## config.mk

```make
export PLATFORM = sky130hd
export DESIGN_NAME = modular_inverse_ext_euclid_unit
export DESIGN_NICKNAME = d
export VERILOG_FILES = /design/src/sv/mie_pkg.sv /design/src/sv/mie_datapath.sv /design/src/sv/mie_controller.sv /design/src/sv/modular_inverse_ext_euclid_unit.sv
export VERILOG_INCLUDE_DIRS = /design/src /design/src/sv
export SDC_FILE = /design/constraint.sdc
export NUM_CORES = 2
export LEC_CHECK = 0
export ABC_AREA = 1
export BUFFER_PORTS_ARGS = -buffer_cell sky130_fd_sc_hd__buf_2
export CORE_AREA = 4 4 292 294
export CTS_CLUSTER_DIAMETER = 120
export DETAILED_ROUTE_END_ITERATION = 10
export DIE_AREA = 0 0 296 298
export SYNTH_ARGS = -nofsm -noshare
export SYNTH_HDL_FRONTEND = slang
export SYNTH_SLANG_ARGS = --single-unit
```

## constraint.sdc

```tcl
create_clock -name clock -period 12.1 [get_ports clock]
set_clock_uncertainty 0.1 [all_clocks]
set_input_delay 0 -clock clock [delete_from_list [all_inputs] [get_ports clock]]
set_output_delay 0 -clock clock [all_outputs]
set_load 0.1 [all_outputs]
```

## src/sv/assert_macros.svh

```systemverilog
// Assertion macros shared by the modular inverse unit
`ifndef ASSERT_MACROS_SVH
`define ASSERT_MACROS_SVH
// Implication checked every clock edge outside reset
`define ASSERT_IMPL(label, clk, rst, ante, cons) \
   label: assert property (@(posedge clk) disable iff (rst) (ante) |-> (cons)) \
      else $error("assertion failed");
// Next-cycle implication outside reset
`define ASSERT_NEXT(label, clk, rst, ante, cons) \
   label: assert property (@(posedge clk) disable iff (rst) (ante) |=> (cons)) \
      else $error("assertion failed");
`endif

```

## src/sv/mie_pkg.sv

```systemverilog
// Types shared by the modular inverse unit
package mie_pkg;
   localparam int FieldWidth = 31;

   typedef struct packed {
      logic [FieldWidth-1:0] value;
      logic [FieldWidth-1:0] modulus;
   } req_type;

   typedef struct packed {
      logic [FieldWidth-1:0] inverse;
      logic                  exists;
   } rsp_type;

   typedef struct packed {
      logic load;     // take operands from the request
      logic div_start;
      logic div_step; // one quotient bit
      logic update;   // apply a Euclid step
      logic fix;      // reduce the coefficient into range
   } cmd_type;

   typedef struct packed {
      logic b_zero;
      logic div_last;
      logic limit;
   } sts_type;
endpackage

```

## src/sv/mie_datapath.sv

```systemverilog
// Datapath: restoring divider, remainder and coefficient registers
module mie_datapath #(
   parameter int StepLimit = 64
) (
   input  logic              clock,
   input  logic              reset,
   input  mie_pkg::req_type  req_data,
   input  mie_pkg::cmd_type  cmd,
   output mie_pkg::sts_type  sts,
   output mie_pkg::rsp_type  result
);
   localparam int W  = mie_pkg::FieldWidth;
   localparam int CW = W + 2;
   localparam int SW = $clog2(StepLimit + 1);
   localparam int BW = $clog2(W);

   logic [W-1:0]    a_ff, a_in, b_ff, b_in, m_ff, m_in;
   logic [W-1:0]    q_ff, q_in, rem_ff, rem_in;
   logic signed [CW-1:0] c_ff, c_in, n_ff, n_in;
   logic [BW-1:0]   bit_ff, bit_in;
   logic [SW-1:0]   steps_ff, steps_in;
   logic [W:0]      trial;
   logic signed [CW+W:0] prod;
   logic signed [CW-1:0] t_val;

   assign trial = {rem_ff, a_ff[bit_ff]} - {1'b0, b_ff};
   assign prod  = $signed({1'b0, q_ff}) * n_ff;
   assign t_val = c_ff - prod[CW-1:0];

   always_comb begin
      a_in = a_ff; b_in = b_ff; m_in = m_ff; q_in = q_ff; rem_in = rem_ff;
      c_in = c_ff; n_in = n_ff; bit_in = bit_ff; steps_in = steps_ff;
      if (cmd.load) begin
         a_in = req_data.value; b_in = req_data.modulus; m_in = req_data.modulus;
         c_in = CW'(1); n_in = '0; steps_in = '0;
      end
      if (cmd.div_start) begin
         q_in = '0; rem_in = '0; bit_in = BW'(W - 1);
      end
      if (cmd.div_step) begin
         if (!trial[W]) begin
            rem_in = trial[W-1:0];
            q_in   = {q_ff[W-2:0], 1'b1};
         end else begin
            rem_in = {rem_ff[W-2:0], a_ff[bit_ff]};
            q_in   = {q_ff[W-2:0], 1'b0};
         end
         bit_in = bit_ff - BW'(1);
      end
      if (cmd.update) begin
         a_in = b_ff; b_in = rem_ff; c_in = n_ff; n_in = t_val;
         steps_in = steps_ff + SW'(1);
      end
      if (cmd.fix) begin
         // |coef| <= m, so one correction suffices
         if (c_ff < 0) c_in = c_ff + $signed({2'b00, m_ff});
         else if (c_ff >= $signed({2'b00, m_ff})) c_in = c_ff - $signed({2'b00, m_ff});
      end
   end

   always_ff @(posedge clock) begin
      a_ff <= a_in; b_ff <= b_in; m_ff <= m_in; q_ff <= q_in; rem_ff <= rem_in;
      c_ff <= c_in; n_ff <= n_in; bit_ff <= bit_in;
      if (reset) steps_ff <= '0;
      else steps_ff <= steps_in;
   end

   assign sts.b_zero   = (b_ff == '0);
   assign sts.div_last = (bit_ff == '0);
   assign sts.limit    = (steps_ff >= SW'(StepLimit));

   assign result.exists  = (m_ff != '0) && (b_ff == '0) && (a_ff == W'(1));
   assign result.inverse = result.exists ? c_ff[W-1:0] : '0;
endmodule

```

## src/sv/mie_controller.sv

```systemverilog
// Controller: sequences loads, divisions, updates and the result transfer
`include "assert_macros.svh"
module mie_controller (
   input  logic             clock,
   input  logic             reset,
   input  logic             req_valid,
   output logic             req_ready,
   output logic             rsp_valid,
   input  logic             rsp_ready,
   input  mie_pkg::sts_type sts,
   output mie_pkg::cmd_type cmd
);
   typedef enum logic [2:0] {IDLE, CHECK, DIVIDE, UPDATE, FIX, DONE} state_type;
   state_type state_ff, state_in;

   always_comb begin
      cmd = '0;
      state_in = state_ff;
      unique case (state_ff)
         IDLE: if (req_valid) begin
            cmd.load = 1'b1; state_in = CHECK;
         end
         CHECK: if (sts.b_zero || sts.limit) state_in = FIX;
                else begin cmd.div_start = 1'b1; state_in = DIVIDE; end
         DIVIDE: begin
            cmd.div_step = 1'b1;
            if (sts.div_last) state_in = UPDATE;
         end
         UPDATE: begin cmd.update = 1'b1; state_in = CHECK; end
         FIX: begin cmd.fix = 1'b1; state_in = DONE; end
         DONE: if (rsp_ready) state_in = IDLE;
         default: state_in = IDLE;
      endcase
   end

   always_ff @(posedge clock) begin
      if (reset) state_ff <= IDLE;
      else state_ff <= state_in;
   end

   assign req_ready = (state_ff == IDLE);
   assign rsp_valid = (state_ff == DONE);

   `ASSERT_IMPL(a_excl, clock, reset, rsp_valid, !req_ready)
   `ASSERT_NEXT(a_hold, clock, reset, rsp_valid && !rsp_ready, rsp_valid)
   `ASSERT_NEXT(a_load, clock, reset, req_valid && req_ready, state_ff == CHECK)
endmodule

```

## src/sv/modular_inverse_ext_euclid_unit.sv

```systemverilog
// Modular inverse by the extended Euclidean algorithm
// Sequence: each Euclid step is a check, a bit-serial restoring division and an update;
//   a final fix reduces the coefficient into range, and the result is held until taken.
// Throughput: one item at a time; the shared bit-serial divider sets the rate.
// Reset: synchronous, active high; returns the controller to idle, no result pending.
module modular_inverse_ext_euclid_unit #(
   parameter int DATA_WIDTH = 32
) (
   input  logic             clock,
   input  logic             reset,
   input  logic             req_valid,
   output logic             req_ready,
   input  mie_pkg::req_type req_data,
   output logic             rsp_valid,
   input  logic             rsp_ready,
   output mie_pkg::rsp_type rsp_data
);
   mie_pkg::cmd_type cmd;
   mie_pkg::sts_type sts;

   mie_controller u_ctrl (
      .clock, .reset, .req_valid, .req_ready, .rsp_valid, .rsp_ready, .sts, .cmd
   );

   mie_datapath #(.StepLimit(2 * DATA_WIDTH)) u_dp (
      .clock, .reset, .req_data, .cmd, .sts, .result(rsp_data)
   );
endmodule
```

Yosys cells after proc, flatten, opt, wreduce, memory -nomap -nowiden. Index checks and enable logic that the tools add are counted.

Register bits: 236. Bits of input ports: 66. Output and inout port bits: 34. Word-level logic and storage cells: 75.

Add/sub/neg operators: 6. Multiply operators: 1. Magnitude comparators: 4. Equality and inequality tests: 9. Multiplexer cells: 35. Reductions and logical operators: 10.

Operators by type and width (number): two-way mux 31 bit (9); two-way mux 33 bit (7); adder 33 x 32 -> 33 bit (1); greater-or-equal comparator 33 x 32 -> 1 bit (1); < comparator 33 x 1 -> 1 bit (second input constant) (1); multiplier 32 x 33 -> 33 bit (1); subtractor 33 x 32 -> 33 bit (1); subtractor 33 bit (1); subtractor 32 x 31 -> 32 bit (1); == test 31 x 1 -> 1 bit (second input constant) (1); logical NOT 31 bit (1); nonzero test 31 bit (1); one-hot mux 3 bit (6 select lines) (1); two-way mux 7 bit (2); two-way mux 3 bit (4); two-way mux 5 bit (2); two-way mux 1 bit (9); adder 7 x 1 -> 7 bit (second input constant) (1); greater-or-equal comparator 7 bit (second input constant) (1); == test 3 x 2 -> 1 bit (second input constant) (2); == test 3 bit (second input constant) (2); < comparator 5 x 6 -> 1 bit (second input constant) (1); binary-select mux 1 bit (select 5 bit) (1); logical NOT 5 bit (1); other kinds (9) (12).

Depth between registers and ports, before layout.
Depth after elaboration: 7. Mapped depth: 35.

Hierarchy. A second synthesis with hierarchy kept.

Cells, all modules: 4793. Area, all modules: 35679.2 um^2.

By module, submodules not included: mie_datapath (instances 1, cells an instance 4754, area an instance 35460.3 um^2); mie_controller (instances 1, cells an instance 39, area an instance 219.0 um^2).

Least setup slack after synthesis. No wires, ideal clock.

Path type: reg2reg. Start: reg u_dp.n_ff[13]. End: reg u_dp.n_ff[27] (data pin). Setup time: 0.254 ns. Arrival: 6.405 ns. Data required time: 11.746 ns. Setup slack: 5.340 ns. Stages on the path, launching flop included: 26. Path through: edfxtp_1 clkbuf_1 buf_1 nand2_1 fa_1 fa_1 fa_1 inv_1 fa_1 fa_1 inv_1 fa_1 fa_1 inv_1 fa_1 inv_1 ha_1 nand2_1 nor2_1 inv_1 nor3_1 nand3_1 nand3_1 a31o_2 a21oi_1 o21a_1.

Longest elaborated chain between the ends: 3.

Ends and longest elaborated chain: from (decl) (line mie_datapath.sv:19) `logic signed [CW-1:0] c_ff, c_in, n_ff, n_in;`; from (signal assigned) (line mie_datapath.sv:63) `c_ff <= c_in; n_ff <= n_in; bit_ff <= bit_in;`; multiplier 32 x 33 -> 33 bit (line mie_datapath.sv:27) `assign prod = $signed({1'b0, q_ff}) * n_ff;`; subtractor 33 bit (line mie_datapath.sv:28) `assign t_val = c_ff - prod[CW-1:0];`; two-way mux 33 bit (line mie_datapath.sv:50) `if (cmd.update) begin`.

Every way passes these cells. A chain may end at the register's enable or synchronous reset.

Final worst setup path.
Start: reg u_dp.q_ff[10]. End: reg u_dp.n_ff[29] (data pin).

Longest elaborated chain between the ends: 3.

Ends and longest elaborated chain: from (decl) (line mie_datapath.sv:18) `logic [W-1:0] q_ff, q_in, rem_ff, rem_in;`; from (signal assigned) (line mie_datapath.sv:62) `a_ff <= a_in; b_ff <= b_in; m_ff <= m_in; q_ff <= q_in; rem_ff <= rem_in;`; multiplier 32 x 33 -> 33 bit (line mie_datapath.sv:27); subtractor 33 bit (line mie_datapath.sv:28); two-way mux 33 bit (line mie_datapath.sv:50).

Every way passes these cells.

==> metrics.cfg <==
[die]
rows=106
die_h_um=298
core_um2=82900
io_pins=100
die_w_um=296
start_util_pct=43.5
die_area_um2=88200

[clock_tree]
cts.sinks=236
clk_latency_ps=630
clockBufferDepth=3
post_cts_buffers=0
cts_buffers=30
cts_tree=built
path_clk_slew_ps=60
root_buffer=clkbuf_16
h-tree-depth=1

[min_path]
min_path_type=primary input to register

[outcome]
outcome=finished, final reports clean

[sta]
rsz0062_at_grt=false
setup_viol=0
whs_ps=50.0
timing.setup.tns_ps=0
worst_slack_ps=4440
period_share_pct=63.3
maxSlewHeadroom_pct=16.9
finalCriticalPeriod_ps=7660
timing.final.max_slew_violations=0
hold_violations=0
fmax_ghz=0.131
worst_pin_slew_ps=1250

[critical_path]
arrival_ps=7960
crit_fanout=25
r2r_end=u_dp.n_ff[29]
worstSetupEndpoint=u_dp.n_ff[29]
critical_path.startpoint=u_dp.q_ff[10]
regToRegSetupSlack_ps=4440
critPathRequiredTime_ps=12400
startpoint_type=register
path_class=register to register
rr_startpoint=u_dp.q_ff[10]
worstRegToRegCells=20
cp-end-kind=register

[placement]
pre_cts_slack_ps=4520
dp_hpwl_um=92100
gp_congestion=0.950
post-place-cells=5896
port-buffer-count=99

[final_layout]
instances_no_fill=6026
final_nets=5721
fillCellCount=8382
area_growth_pct=8.34
drive_gt1_share_pct=4.87

[grt]
track_usage_pct=26.7
grt_max_degree=97
gr-total-overflow=0
grt_pass1_wl_um=182000
grt_pass1_vias=31600
antenna_found_initial=1

[routing]
drc=0
final_antenna_net_count=0
drtIter0Drc=2685
post_drt_via_cell_ratio=5.13
drt_pass1_iterations=6
num_vias=30900
routedWlPerCell_um=19.3
totalWireLength_um=116000

[synth]
syn_nets=5677
synth_area_um2=36100
yosysUniqueCellTypes=62
syn_inst=4879
yosys_warnings=0
synth-async-reset-ratio_pct=0
synth-seq-cells=236
synth_flop_cell=edfxtp_1
seq_area_frac_synth_pct=18.4
synth_edf_count=193
syn_area_per_cell_um2=7.40

[flow_run]
drv_cap=0

==> per-layer routing <==
metal / vias to the layer above / track usage (%) / part of all wire, %
met3: 199 / 2.97 / 6.3
li1: 14700 / - / -
met5: - / 0 / 0
met4: 0 / 8.91 / 4.1
met1: 15100 / 36.2 / 43
met2: 970 / 44.6 / 47
==> cell usage in the layout, fill, tap and decap left out, drive strengths merged, types with 2 or more instances in the layout <==
cell,count
inv,1252
nand2,1192
fa,473
nor2,394
ha,259
o21ai,244
a21oi,202
edfxtp,193
nand3,158
buf,131
dlygate4sd3,75
xor2,50
dfxtp,43
clkbuf,39
nor3,30
nand4,28
nor4,23
o21bai,19
o21a,17
clkinv,17
nand3b,14
xnor2,13
a21o,12
a31oi,11
a21boi,9
o211ai,7
or2,7
o22ai,6
o221ai,6
a221oi,5
a31o,3
o31ai,2
o2111ai,2
o221a,2
o311ai,2
==> layout make-up <==
type / count / area [um2] / share of cell area, %
diodes: 1 / 2.50 / 0.00640
clock buffers: 39 / 837 / 2.14
clock inverters: 15 / 116 / 0.298
inverters: 1255 / 4710 / 12.1
multi-input cells: 3194 / 23900 / 61.2
flip-flops and latches: 236 / 6660 / 17.0
well taps: 1080 / 1350 / 3.46
repair buffers: 206 / 1490 / 3.80
==> cells in the mapped netlist (3+ instances only) <==
cell / n / area share, %
ha_1: 259 / 9.0
fa_1: 473 / 26
nand2_2: 11 / 0.19
dfxtp_1: 43 / 2.4
o21ai_0: 217 / 3.0
edfxtp_1: 193 / 16
a21o_1: 12 / 0.25
o21a_1: 17 / 0.35
a21oi_1: 194 / 2.7
o21ai_1: 21 / 0.29
a31oi_1: 10 / 0.17
clkinv_1: 4 / 0.042
buf_2: 22 / 0.31
xnor2_1: 13 / 0.32
inv_1: 1241 / 13
inv_2: 10 / 0.10
nor4_1: 22 / 0.38
buf_1: 19 / 0.20
nand2_4: 3 / 0.094
o211ai_1: 7 / 0.15
nand3_1: 156 / 2.2
nor3_1: 29 / 0.40
o22ai_1: 6 / 0.10
a21oi_2: 6 / 0.15
or2_2: 5 / 0.087
o21ai_2: 5 / 0.12
nor2_2: 3 / 0.052
nand2_1: 1176 / 12
a221oi_1: 5 / 0.12
nor2_1: 390 / 4.1
nand4_1: 28 / 0.49
o21bai_1: 19 / 0.40
buf_4: 10 / 0.21
clkbuf_1: 135 / 1.4
a31o_2: 3 / 0.073
nand3b_1: 14 / 0.29
buf_6: 6 / 0.19
o221ai_1: 6 / 0.15
xor2_1: 50 / 1.2
a21boi_0: 6 / 0.12
==> worst min path at each step <==
stage	startpoint	endpoint	cells after the start
6_report	req_data[4]	u_dp.m_ff[4]	2
3_5_place_dp	req_data[10]	u_dp.m_ff[10]	1
5_1_grt	req_data[29]	u_dp.m_ff[29]	2
2_1_floorplan	reset	u_ctrl.state_ff[1]	1
4_1_cts	req_data[26]	u_dp.m_ff[26]	2
3_3_place_gp	req_data[13]	u_dp.m_ff[13]	1
==> what timing repair did <==
| item | in CTS | in global routing |
|---|---|---|
| endpoints found under the hold margin | 103 | 0 |
| hold buffers | 75 | 0 |
| gates resized for setup | 0 | 0 |
| setup endpoints to repair | 0 | 0 |
==> registers in the layout, indices dropped and copies added (netlist names) <==
signal           cells
u_dp.c_ff           33
u_dp.n_ff           33
u_dp.a_ff           31
u_dp.b_ff           31
u_dp.m_ff           31
u_dp.q_ff           31
u_dp.rem_ff         31
u_dp.steps_ff        7
u_dp.bit_ff          5
u_ctrl.state_ff      3
==> worst max-delay path: stages (launching register included) <==
cell and delay, ps:
edfxtp_1 1170, nand2_1 180, fa_1 560, inv_1 50
fa_1 500, fa_1 540, inv_1 50, fa_1 490
fa_1 590, fa_1 440, fa_1 490, inv_1 50
fa_1 500, inv_1 50, ha_1 380, a21o_1 230
a221oi_1 310, o21ai_0 130, a21oi_1 220, o21ai_0 110
a21oi_1 290
==> kinds of logic (layout without fill, tap and decap cells) <==
logic type / Yosys count / in the layout / share of synthesized area, %
XOR/XNOR: 63 / 63 / 1.53
AO/OA/AOI/OAI: 550 / 550 / 8.63
buffers and inverters: 1449 / 1515 / 15.4
flip-flops: 236 / 236 / 18.4
adder cells (fa/ha/maj): 732 / 732 / 35.2
other: 0 / 1 / 0
AND/OR/NAND/NOR: 1849 / 1849 / 20.8
==> per-stage QoR <==
stage          instance area (um2)  util (%)
4_1_cts                      39100      47.2
2_1_floorplan                36100         -
3_5_place_dp                 37400      45.1
5_1_grt                      39100      47.2
6_report                     39100      47.2
3_3_place_gp                 37400      45.1
Power is not shown: default switching activity piles up to over one toggle a cycle in this logic, so the estimate is an artifact.
